File: config.mk
export PLATFORM = sky130hd
export DESIGN_NAME = bitmap_scan_and_range_engine_core
export DESIGN_NICKNAME = d
export VERILOG_FILES = /design/src/hw/rtl/bsre_pkg.sv /design/src/hw/rtl/bsre_ctrl.sv /design/src/hw/rtl/bsre_dp.sv /design/src/hw/rtl/bitmap_scan_and_range_engine_core.sv
export SDC_FILE = /design/constraint.sdc
export NUM_CORES = 2
export LEC_CHECK = 0
export BUFFER_PORTS_ARGS = -buffer_cell sky130_fd_sc_hd__buf_2
export CAP_MARGIN = 30
export CELL_PAD_IN_SITES_DETAIL_PLACEMENT = 1
export CELL_PAD_IN_SITES_GLOBAL_PLACEMENT = 1
export CORE_MARGIN = 8
export CORE_UTILIZATION = 45
export DETAILED_ROUTE_END_ITERATION = 12
export PLACE_DENSITY = 0.71
export SETUP_SLACK_MARGIN = 0.02
export SLEW_MARGIN = 20
export SYNTH_ARGS = -nofsm -noshare
export SYNTH_HDL_FRONTEND = slang
export SYNTH_SLANG_ARGS = --single-unit
export TNS_END_PERCENT = 20
File: constraint.sdc
create_clock -name clk -period 13.2 [get_ports clk]
set_clock_uncertainty 0.05 [all_clocks]
set_input_delay 2.64 -clock clk [delete_from_list [all_inputs] [get_ports clk]]
set_output_delay 2.64 -clock clk [all_outputs]
set_load 0.005 [all_outputs]
File: src/hw/rtl/bsre_pkg.sv
// shared types and constants of the bitmap scan and range engine
// no dependencies
`default_nettype none

package bsre_pkg;

    localparam int MAX_BITS_DEF  = 1024;
    localparam int WORD_BITS_DEF = 64;

    localparam int CFG_W   = 11;
    localparam int LEN_W   = 11;
    localparam int START_W = 11;
    localparam int IDX_W   = 10;
    localparam int POS_W   = 12;
    localparam int PADDR_W = 2;
    localparam int PDATA_W = 32;

    localparam logic [CFG_W-1:0] BITS_IN_USE_RST = 11'd1024;

    typedef enum logic [1:0] {
        REQ_SCAN  = 2'd0,
        REQ_SET   = 2'd1,
        REQ_CLEAR = 2'd2
    } req_t;

    typedef enum logic [2:0] {
        ST_CLEAR,
        ST_IDLE,
        ST_SETUP,
        ST_WALK,
        ST_DONE
    } state_t;

    typedef struct packed {
        logic clr_en;
        logic accept;
        logic setup;
        logic walk;
        logic load_out;
    } dp_cmd_t;

    typedef struct packed {
        logic clr_last;
        logic hit;
        logic walk_done;
        logic out_free;
    } dp_status_t;

endpackage

`default_nettype wire

File: src/hw/rtl/bsre_ctrl.sv
// controller state machine of the bitmap scan and range engine
// depends on bsre_pkg
`default_nettype none

module bsre_ctrl
    import bsre_pkg::*;
(
    input  wire logic       clk,
    input  wire logic       rst_n,
    input  wire logic       in_valid,
    output logic            in_stall,
    input  dp_status_t      status,
    output dp_cmd_t         cmd
);

    state_t state_reg;
    state_t state_next;

    always_ff @(posedge clk or negedge rst_n)
    begin
        if (!rst_n)
        begin
            state_reg <= ST_CLEAR;
        end
        else
        begin
            state_reg <= state_next;
        end
    end

    always_comb
    begin
        state_next = state_reg;
        unique case (state_reg)
            ST_CLEAR:
            begin
                if (status.clr_last)
                begin
                    state_next = ST_IDLE;
                end
            end
            ST_IDLE:
            begin
                if (in_valid)
                begin
                    state_next = ST_SETUP;
                end
            end
            ST_SETUP:
            begin
                state_next = ST_WALK;
            end
            ST_WALK:
            begin
                if (status.hit || status.walk_done)
                begin
                    state_next = ST_DONE;
                end
            end
            ST_DONE:
            begin
                if (status.out_free)
                begin
                    state_next = ST_IDLE;
                end
            end
            default:
            begin
                state_next = ST_IDLE;
            end
        endcase
    end

    always_comb
    begin
        cmd      = '0;
        in_stall = 1'b1;
        unique case (state_reg)
            ST_CLEAR:
            begin
                cmd.clr_en = 1'b1;
            end
            ST_IDLE:
            begin
                in_stall   = 1'b0;
                cmd.accept = in_valid;
            end
            ST_SETUP:
            begin
                cmd.setup = 1'b1;
            end
            ST_WALK:
            begin
                cmd.walk = 1'b1;
            end
            ST_DONE:
            begin
                cmd.load_out = status.out_free;
            end
            default:
            begin
                in_stall = 1'b1;
            end
        endcase
    end

endmodule

`default_nettype wire

File: src/hw/rtl/bsre_dp.sv
// datapath of the bitmap scan and range engine: bitmap memory, word walk, result registers
// depends on bsre_pkg
`default_nettype none

module bsre_dp
    import bsre_pkg::*;
#(
    parameter int MAX_BITS  = MAX_BITS_DEF,
    parameter int WORD_BITS = WORD_BITS_DEF
)
(
    input  wire logic                      clk,
    input  wire logic                      rst_n,
    input  dp_cmd_t                        cmd,
    output dp_status_t                     status,
    input  wire logic [CFG_W-1:0]          bits_in_use,
    input  wire logic [1:0]                req_type,
    input  wire logic signed [START_W-1:0] start_index,
    input  wire logic [LEN_W-1:0]          run_length,
    input  wire logic                      out_stall,
    output logic                           out_valid,
    output logic                           found,
    output logic [IDX_W-1:0]               found_index
);

    localparam int NUM_WORDS = (MAX_BITS + WORD_BITS - 1) / WORD_BITS;
    localparam int AW        = (NUM_WORDS > 1) ? $clog2(NUM_WORDS) : 1;
    localparam int OFF_W     = $clog2(WORD_BITS + 1);
    localparam int JW        = $clog2(WORD_BITS);

    logic [WORD_BITS-1:0] mem [NUM_WORDS];

    req_t                       req_reg;
    logic signed [START_W-1:0]  start_reg;
    logic [LEN_W-1:0]           len_reg;
    logic [POS_W-1:0]           lo_reg;
    logic [POS_W-1:0]           hi_reg;
    logic [AW-1:0]              clr_addr_reg;
    logic [AW-1:0]              rd_addr_reg;
    logic [POS_W-1:0]           rd_base_reg;
    logic                       proc_valid_reg;
    logic [AW-1:0]              proc_addr_reg;
    logic [POS_W-1:0]           proc_base_reg;
    logic [WORD_BITS-1:0]       rdata_reg;
    logic                       res_found_reg;
    logic [IDX_W-1:0]           res_index_reg;
    logic                       out_valid_reg;
    logic                       found_reg;
    logic [IDX_W-1:0]           found_index_reg;

    logic [POS_W-1:0]           size;
    logic [POS_W-1:0]           lo_next;
    logic [POS_W-1:0]           hi_next;
    logic                       res_found_next;
    logic                       issue;
    logic signed [POS_W:0]      lo_diff;
    logic signed [POS_W:0]      hi_diff;
    logic [OFF_W-1:0]           lo_off;
    logic [OFF_W-1:0]           hi_off;
    logic [WORD_BITS-1:0]       mask;
    logic [WORD_BITS-1:0]       hit_word;
    logic [JW-1:0]              hit_pos;
    logic                       hit;
    logic [WORD_BITS-1:0]       wr_word;
    logic                       mem_we;
    logic [AW-1:0]              mem_wa;
    logic [WORD_BITS-1:0]       mem_wd;
    logic [POS_W-1:0]           hit_bit;

    // effective size, clipped at the bitmap capacity
    always_comb
    begin
        if (32'(bits_in_use) > MAX_BITS)
        begin
            size = POS_W'(MAX_BITS);
        end
        else
        begin
            size = {1'b0, bits_in_use};
        end
    end

    // bit window [lo, hi) that the request walks over
    always_comb
    begin
        logic [POS_W-1:0] start_u;
        logic [POS_W-1:0] end_u;
        start_u        = {1'b0, start_reg};
        end_u          = start_u + {1'b0, len_reg};
        lo_next        = '0;
        hi_next        = '0;
        res_found_next = 1'b0;
        case (req_reg)
            REQ_SCAN:
            begin
                lo_next = start_reg[START_W-1] ? '0 : start_u + 1'b1;
                hi_next = size;
            end
            REQ_SET, REQ_CLEAR:
            begin
                res_found_next = 1'b1;
                if (!start_reg[START_W-1] && start_u < size)
                begin
                    lo_next = start_u;
                    hi_next = (end_u > size) ? size : end_u;
                end
            end
            default:
            begin
                res_found_next = 1'b0;
            end
        endcase
        if (lo_next >= hi_next)
        begin
            hi_next = '0;
        end
    end

    assign issue = cmd.walk && (rd_base_reg < hi_reg);

    // mask of the window bits within the word under work
    always_comb
    begin
        lo_diff = $signed({1'b0, lo_reg}) - $signed({1'b0, proc_base_reg});
        hi_diff = $signed({1'b0, hi_reg}) - $signed({1'b0, proc_base_reg});
        if (lo_diff < 0)
        begin
            lo_off = '0;
        end
        else if (lo_diff >= $signed((POS_W + 1)'(WORD_BITS)))
        begin
            lo_off = OFF_W'(WORD_BITS);
        end
        else
        begin
            lo_off = lo_diff[OFF_W-1:0];
        end
        if (hi_diff < 0)
        begin
            hi_off = '0;
        end
        else if (hi_diff >= $signed((POS_W + 1)'(WORD_BITS)))
        begin
            hi_off = OFF_W'(WORD_BITS);
        end
        else
        begin
            hi_off = hi_diff[OFF_W-1:0];
        end
        for (int j = 0; j < WORD_BITS; j++)
        begin
            mask[j] = (OFF_W'(j) >= lo_off) && (OFF_W'(j) < hi_off);
        end
    end

    // lowest set bit in the window
    always_comb
    begin
        hit_word = rdata_reg & mask;
        hit_pos  = '0;
        for (int j = WORD_BITS - 1; j >= 0; j--)
        begin
            if (hit_word[j])
            begin
                hit_pos = JW'(j);
            end
        end
        hit     = cmd.walk && proc_valid_reg && (req_reg == REQ_SCAN) && (|hit_word);
        hit_bit = proc_base_reg + POS_W'(hit_pos);
    end

    always_comb
    begin
        case (req_reg)
            REQ_SET:
            begin
                wr_word = rdata_reg | mask;
            end
            REQ_CLEAR:
            begin
                wr_word = rdata_reg & ~mask;
            end
            default:
            begin
                wr_word = rdata_reg;
                if (hit)
                begin
                    wr_word[hit_pos] = 1'b0;
                end
            end
        endcase
    end

    always_comb
    begin
        if (cmd.clr_en)
        begin
            mem_we = 1'b1;
            mem_wa = clr_addr_reg;
            mem_wd = '0;
        end
        else
        begin
            mem_we = cmd.walk && proc_valid_reg;
            mem_wa = proc_addr_reg;
            mem_wd = wr_word;
        end
    end

    // bitmap storage
    always_ff @(posedge clk)
    begin
        if (mem_we)
        begin
            mem[mem_wa] <= mem_wd;
        end
        if (issue)
        begin
            rdata_reg <= mem[rd_addr_reg];
        end
    end

    always_ff @(posedge clk or negedge rst_n)
    begin
        if (!rst_n)
        begin
            clr_addr_reg   <= '0;
            proc_valid_reg <= 1'b0;
            out_valid_reg  <= 1'b0;
        end
        else
        begin
            if (cmd.clr_en)
            begin
                clr_addr_reg <= clr_addr_reg + 1'b1;
            end
            if (cmd.setup)
            begin
                proc_valid_reg <= 1'b0;
            end
            else
            begin
                proc_valid_reg <= issue && !hit;
            end
            if (cmd.load_out)
            begin
                out_valid_reg <= 1'b1;
            end
            else if (!out_stall)
            begin
                out_valid_reg <= 1'b0;
            end
        end
    end

    always_ff @(posedge clk)
    begin
        if (cmd.accept)
        begin
            req_reg   <= req_t'(req_type);
            start_reg <= start_index;
            len_reg   <= run_length;
        end
        if (cmd.setup)
        begin
            lo_reg        <= lo_next;
            hi_reg        <= hi_next;
            rd_addr_reg   <= '0;
            rd_base_reg   <= '0;
            res_found_reg <= res_found_next;
            res_index_reg <= '0;
        end
        else if (issue)
        begin
            rd_addr_reg <= rd_addr_reg + 1'b1;
            rd_base_reg <= rd_base_reg + POS_W'(WORD_BITS);
        end
        if (issue)
        begin
            proc_addr_reg <= rd_addr_reg;
            proc_base_reg <= rd_base_reg;
        end
        if (hit)
        begin
            res_found_reg <= 1'b1;
            res_index_reg <= hit_bit[IDX_W-1:0];
        end
        if (cmd.load_out)
        begin
            found_reg       <= res_found_reg;
            found_index_reg <= res_index_reg;
        end
    end

    assign status.clr_last  = (clr_addr_reg == AW'(NUM_WORDS - 1));
    assign status.hit       = hit;
    assign status.walk_done = !(rd_base_reg < hi_reg) && !proc_valid_reg;
    assign status.out_free  = !out_valid_reg || !out_stall;

    assign out_valid   = out_valid_reg;
    assign found       = found_reg;
    assign found_index = found_index_reg;

endmodule

`default_nettype wire

File: src/hw/rtl/bitmap_scan_and_range_engine_core.sv
// top level of the bitmap scan and range engine: size register, controller and datapath
// depends on bsre_pkg, bsre_ctrl and bsre_dp
`default_nettype none

// Bitmap of MAX_BITS bits held as WORD_BITS-bit words in a single-port-write memory.
// After reset the memory is swept to zero, one word per cycle, while in_stall stays high.
// A request is then taken in the idle state, set up in the setup state, and walks the words
// from word 0 up to the word that holds the last bit of its window, one word per cycle
// through a read-modify-write pipeline (the read word is registered, then masked and written
// back) until the last word has drained; the done state hands over the result once the
// output register is free. A scan stops at the word where it finds a set bit; a request
// with an empty window walks no words. One request is in work at a time; the next one is
// taken while the previous result still waits on out_stall. The user must write bits_in_use
// through the APB port (address 0; the address is ignored) only while the engine is idle;
// the block itself does not enforce this.

module bitmap_scan_and_range_engine_core
    import bsre_pkg::*;
#(
    parameter int MAX_BITS  = MAX_BITS_DEF,
    parameter int WORD_BITS = WORD_BITS_DEF
)
(
    input  wire logic                      clk,
    input  wire logic                      rst_n,
    input  wire logic                      psel,
    input  wire logic                      penable,
    input  wire logic                      pwrite,
    input  wire logic [PADDR_W-1:0]        paddr,
    input  wire logic [PDATA_W-1:0]        pwdata,
    output logic [PDATA_W-1:0]             prdata,
    output logic                           pready,
    input  wire logic                      in_valid,
    output logic                           in_stall,
    input  wire logic [1:0]                req_type,
    input  wire logic signed [START_W-1:0] start_index,
    input  wire logic [LEN_W-1:0]          run_length,
    output logic                           out_valid,
    input  wire logic                      out_stall,
    output logic                           found,
    output logic [IDX_W-1:0]               found_index
);

    logic [CFG_W-1:0] bits_in_use_reg;
    logic             cfg_write;
    dp_cmd_t          cmd;
    dp_status_t       status;

    // single register, so the word address carries no decode
    assign cfg_write = psel && penable && pwrite && (paddr[PADDR_W-1:0] == paddr);
    assign pready    = 1'b1;
    assign prdata    = {{(PDATA_W - CFG_W){1'b0}}, bits_in_use_reg};

    always_ff @(posedge clk or negedge rst_n)
    begin
        if (!rst_n)
        begin
            bits_in_use_reg <= BITS_IN_USE_RST;
        end
        else if (cfg_write)
        begin
            bits_in_use_reg <= pwdata[CFG_W-1:0];
        end
    end

    bsre_ctrl u_ctrl
    (
        .clk      (clk),
        .rst_n    (rst_n),
        .in_valid (in_valid),
        .in_stall (in_stall),
        .status   (status),
        .cmd      (cmd)
    );

    bsre_dp
    #(
        .MAX_BITS  (MAX_BITS),
        .WORD_BITS (WORD_BITS)
    )
    u_dp
    (
        .clk         (clk),
        .rst_n       (rst_n),
        .cmd         (cmd),
        .status      (status),
        .bits_in_use (bits_in_use_reg),
        .req_type    (req_type),
        .start_index (start_index),
        .run_length  (run_length),
        .out_stall   (out_stall),
        .out_valid   (out_valid),
        .found       (found),
        .found_index (found_index)
    );

endmodule

`default_nettype wire

==> impl_metrics.csv <==
group,metric,value,unit
critical_path,required,13.71,ns
hold_path,worstHoldPathCells,0,
final_layout,drive_gt1_frac,0.178,
sta,fmax,134,MHz
clock_tree,cts.sinks,1198,
grt,grt_pass1_vias,35600,
synthesis,yosysSeqAreaShare,0.669,
pwr,p_int,9370,uW
clock_tree,clock_latency,0.74,ns
clock_tree,postCtsSetupBuffers,0,
clock_tree,clk_pin_slew,0.07,ns
detailed_routing,drtPass1Iterations,6,
final_layout,final_util,0.509,
clock_tree,htree_levels,3,
pwr,pwr-share-comb,0.413,
detailed_routing,vias,34500,
sta,tightest_slew,1.17,ns
floorplan,row_count,126,
detailed_routing,drt_iter0_drc,3658,
floorplan,die_x,361,um
sta,relSlewSlack,0.219,
critical_path,critPathLaunch,"u_dp.proc_base_reg[6]$_DFFE_PP_",
grt,grt_usage,0.248,
final_layout,largest_reg_flops,1024,
final_layout,fin_cells,5342,
floorplan,initial_core_util,0.453,
final_layout,fin_nets,3845,
clock_tree,clockBufferDepth,3,
critical_path,critPathLaunchType,"register",
sta,hold_viol_final,0,
synthesis,ys_warn_count,0,
sta,holdWs,0.369,ns
sta,setup_slack,5.73,ns
synthesis,synth_enable_flop_cells,1167,
sta,rsz0062_at_grt,"no",
floorplan,core,118000,sq um
sta,min_period,7.47,ns
place,numPortBuffers,65,
grt,grt_pass1_wl,243000,um
sta,fin_crit_sh,0.566,
clock_tree,cts_resized,0,
synthesis,syn_inst,3587,
synthesis,yosysUniqueCellTypes,104,
hold_path,min_from,"u_dp.res_index_reg[0]$_SDFFCE_PN0P_",
hold_path,hp-class,"register to register",
pwr,swShare,0.405,
sta,setup_viol,0,
run,cap_violations,0,
synthesis,async_reset_ff_frac,0.0167,
status,outcome,"finished, final reports clean",
detailed_routing,wire_per_inst,31.1,um
synthesis,yosys_most_used_dff,"edfxtp_1",
clock_tree,numCtsBuffers,120,
synthesis,ys_ff_latch,1198,
grt,grt_remaining_overflow,0,
critical_path,end_kind,"register",
synthesis,syn_area_per_cell,14.9,sq um
critical_path,r2r_end,"u_dp.mem[13][17]$_DFFE_PP_",
place,dp_slack,6.04,ns
pwr,pwr-share-seq,0.372,
grt,antenna_found_initial,2,
pwr,clockPowerShare,0.215,
final_layout,area_growth,12.3,%
detailed_routing,drtAntennaViolNets,0,
floorplan,ioPinCount,111,
detailed_routing,routed_wirelength,166000,um
place,post-place-cells,5112,
grt,grt_max_degree,61,
place,gp_congestion,0.975,
clock_tree,hold_buffers,0,
pwr,powerDensity,262,nW/um^2
sta,maxSlewViolCount,0,
synthesis,synthesis.area,53400,sq um
sta,finalSetupTns,0,ns
pwr,leakage,0.0201,uW
place,dp_hpwl,100000,um
critical_path,cp_max_fo,32,
floorplan,fp.dieArea,130000,sq um
detailed_routing,viasPerCell,6.46,
critical_path,regToRegSetupSlack,5.73,ns
detailed_routing,drc,0,
pwr,peakVddDrop,0.214,mV
critical_path,worstSetupPathType,"register to register",
pwr,power_switching,6380,uW
critical_path,worst-endpoint-arrival,7.99,ns
clock_tree,cts_tree,"yes",
hold_path,hold_path_end,"u_dp.found_index[0]$_DFFE_PP_",
critical_path,reg2reg_depth,16,
floorplan,die_h,361,um
clock_tree,cts_root_buf,"clkbuf_16",
critical_path,rr_startpoint,"u_dp.proc_base_reg[6]$_DFFE_PP_",
==> layer usage <==
layer,vias up,part of all wire,track usage
li1,14600,-,-
met1,18000,0.42,0.337
met2,1507,0.48,0.407
met3,346,0.067,0.0358
met4,0,0.036,0.0879
met5,-,0,0
==> through the flow <==
step | total power [uW] | instance area (sq um)
final | 15800 | 60000
after global routing | 16300 | 60000
after CTS | 15600 | 59900
after detailed placement | 12200 | 56000
after global placement | 12000 | 55800
after floorplan | 9680 | 53500
==> synthesized netlist by cell type, drive strengths merged, types with 23 or more instances <==
| cell | instances | area share |
|---|---|---|
| a211oi | 25 | 0.0037 |
| a21o | 26 | 0.0037 |
| a21oi | 165 | 0.016 |
| a221oi | 79 | 0.013 |
| a22oi | 82 | 0.012 |
| a31oi | 36 | 0.0042 |
| and2 | 24 | 0.0029 |
| and3 | 23 | 0.0027 |
| buf | 83 | 0.0086 |
| clkbuf | 151 | 0.011 |
| edfxtp | 1167 | 0.66 |
| ha | 70 | 0.016 |
| inv | 51 | 0.0036 |
| mux2 | 77 | 0.016 |
| mux2i | 196 | 0.037 |
| mux4 | 128 | 0.054 |
| nand2 | 212 | 0.015 |
| nand3 | 65 | 0.0062 |
| nand4 | 30 | 0.0036 |
| nor2 | 145 | 0.010 |
| nor3 | 70 | 0.0070 |
| o211ai | 24 | 0.0034 |
| o21a | 24 | 0.0034 |
| o21ai | 254 | 0.024 |
==> critical path, cell delays in order (launching register included) <==
cell       delay [ns]
edfxtp_1         0.45
ha_1             0.25
fa_1             0.40
and2b_1          0.26
o221a_4          0.26
o21a_1           0.14
buf_4            0.41
o21ai_0          0.33
a2111oi_0        0.99
a21oi_1          0.31
o21ai_1          0.34
and4bb_2         0.29
a211oi_2         0.44
or2_1            0.66
o31a_1           0.66
a2bb2oi_1        0.75
buf_4            0.28
==> logic make-up after synthesis <==
group,after synthesis,share of synthesized area
DFF,1198,0.669
muxes,401,0.107
xor gates and xnor gates,24,0.00393
buffers and inverters,286,0.0229
AOI/OAI and AO/OA,904,0.114
and+or+nand+nor,699,0.0648
other,2,0.000141
adders and majority gates,73,0.0175
==> worst max path at each step <==
stage,endpoint,slack (ns),cells after the start
2_1_floorplan,u_dp.hi_reg[5]$_SDFFCE_PP0P_,6.76,34
3_3_place_gp,u_dp.mem[10][17]$_DFFE_PP_,5.98,15
3_5_place_dp,u_dp.hi_reg[9]$_SDFFCE_PP0P_,6.04,35
4_1_cts,u_dp.hi_reg[0]$_SDFFCE_PP0P_,5.96,35
5_1_grt,u_dp.hi_reg[0]$_SDFFCE_PP0P_,5.39,35
6_report,u_dp.mem[13][17]$_DFFE_PP_,5.73,16
==> power groups by stage <==
stage                     sequential (uW)  clock, uW  combinational (uW)
after global routing                 5890       3550                6880
after floorplan                      5690          0                3990
after detailed placement             5920          0                6320
after CTS                            5850       3440                6360
after global placement               5910          0                6100
final                                5860       3380                6510
==> cell usage in the layout, fill, tap and decap left out, drive strengths merged, types with 25 or more instances in the layout <==
cell and count:
edfxtp 1167, a21oi 165, mux2i 196, a211oi 25
a31oi 36, nand4 30, clkinv 54, ha 70
nand3 65, clkbuf 145, a21o 26, nand2 212
nor2 145, o21ai 254, mux4 128, inv 55
a22oi 82, buf 206, mux2 77, conb 26
a221oi 79, nor3 70
==> final cells by class <==
cell class                      count  area [sq um]
Multi-Input combinational cell   2127         16800
Sequential cell                  1198         35800
Tap cell                         1536          1920
Fill cell                       11400         57900
Timing Repair Buffer              208          1450
Inverter                           52           195
Clock inverter                     76           761
Antenna cell                        2          5.00
Clock buffer                      143          3140
Power figures use the tool's default switching activity.
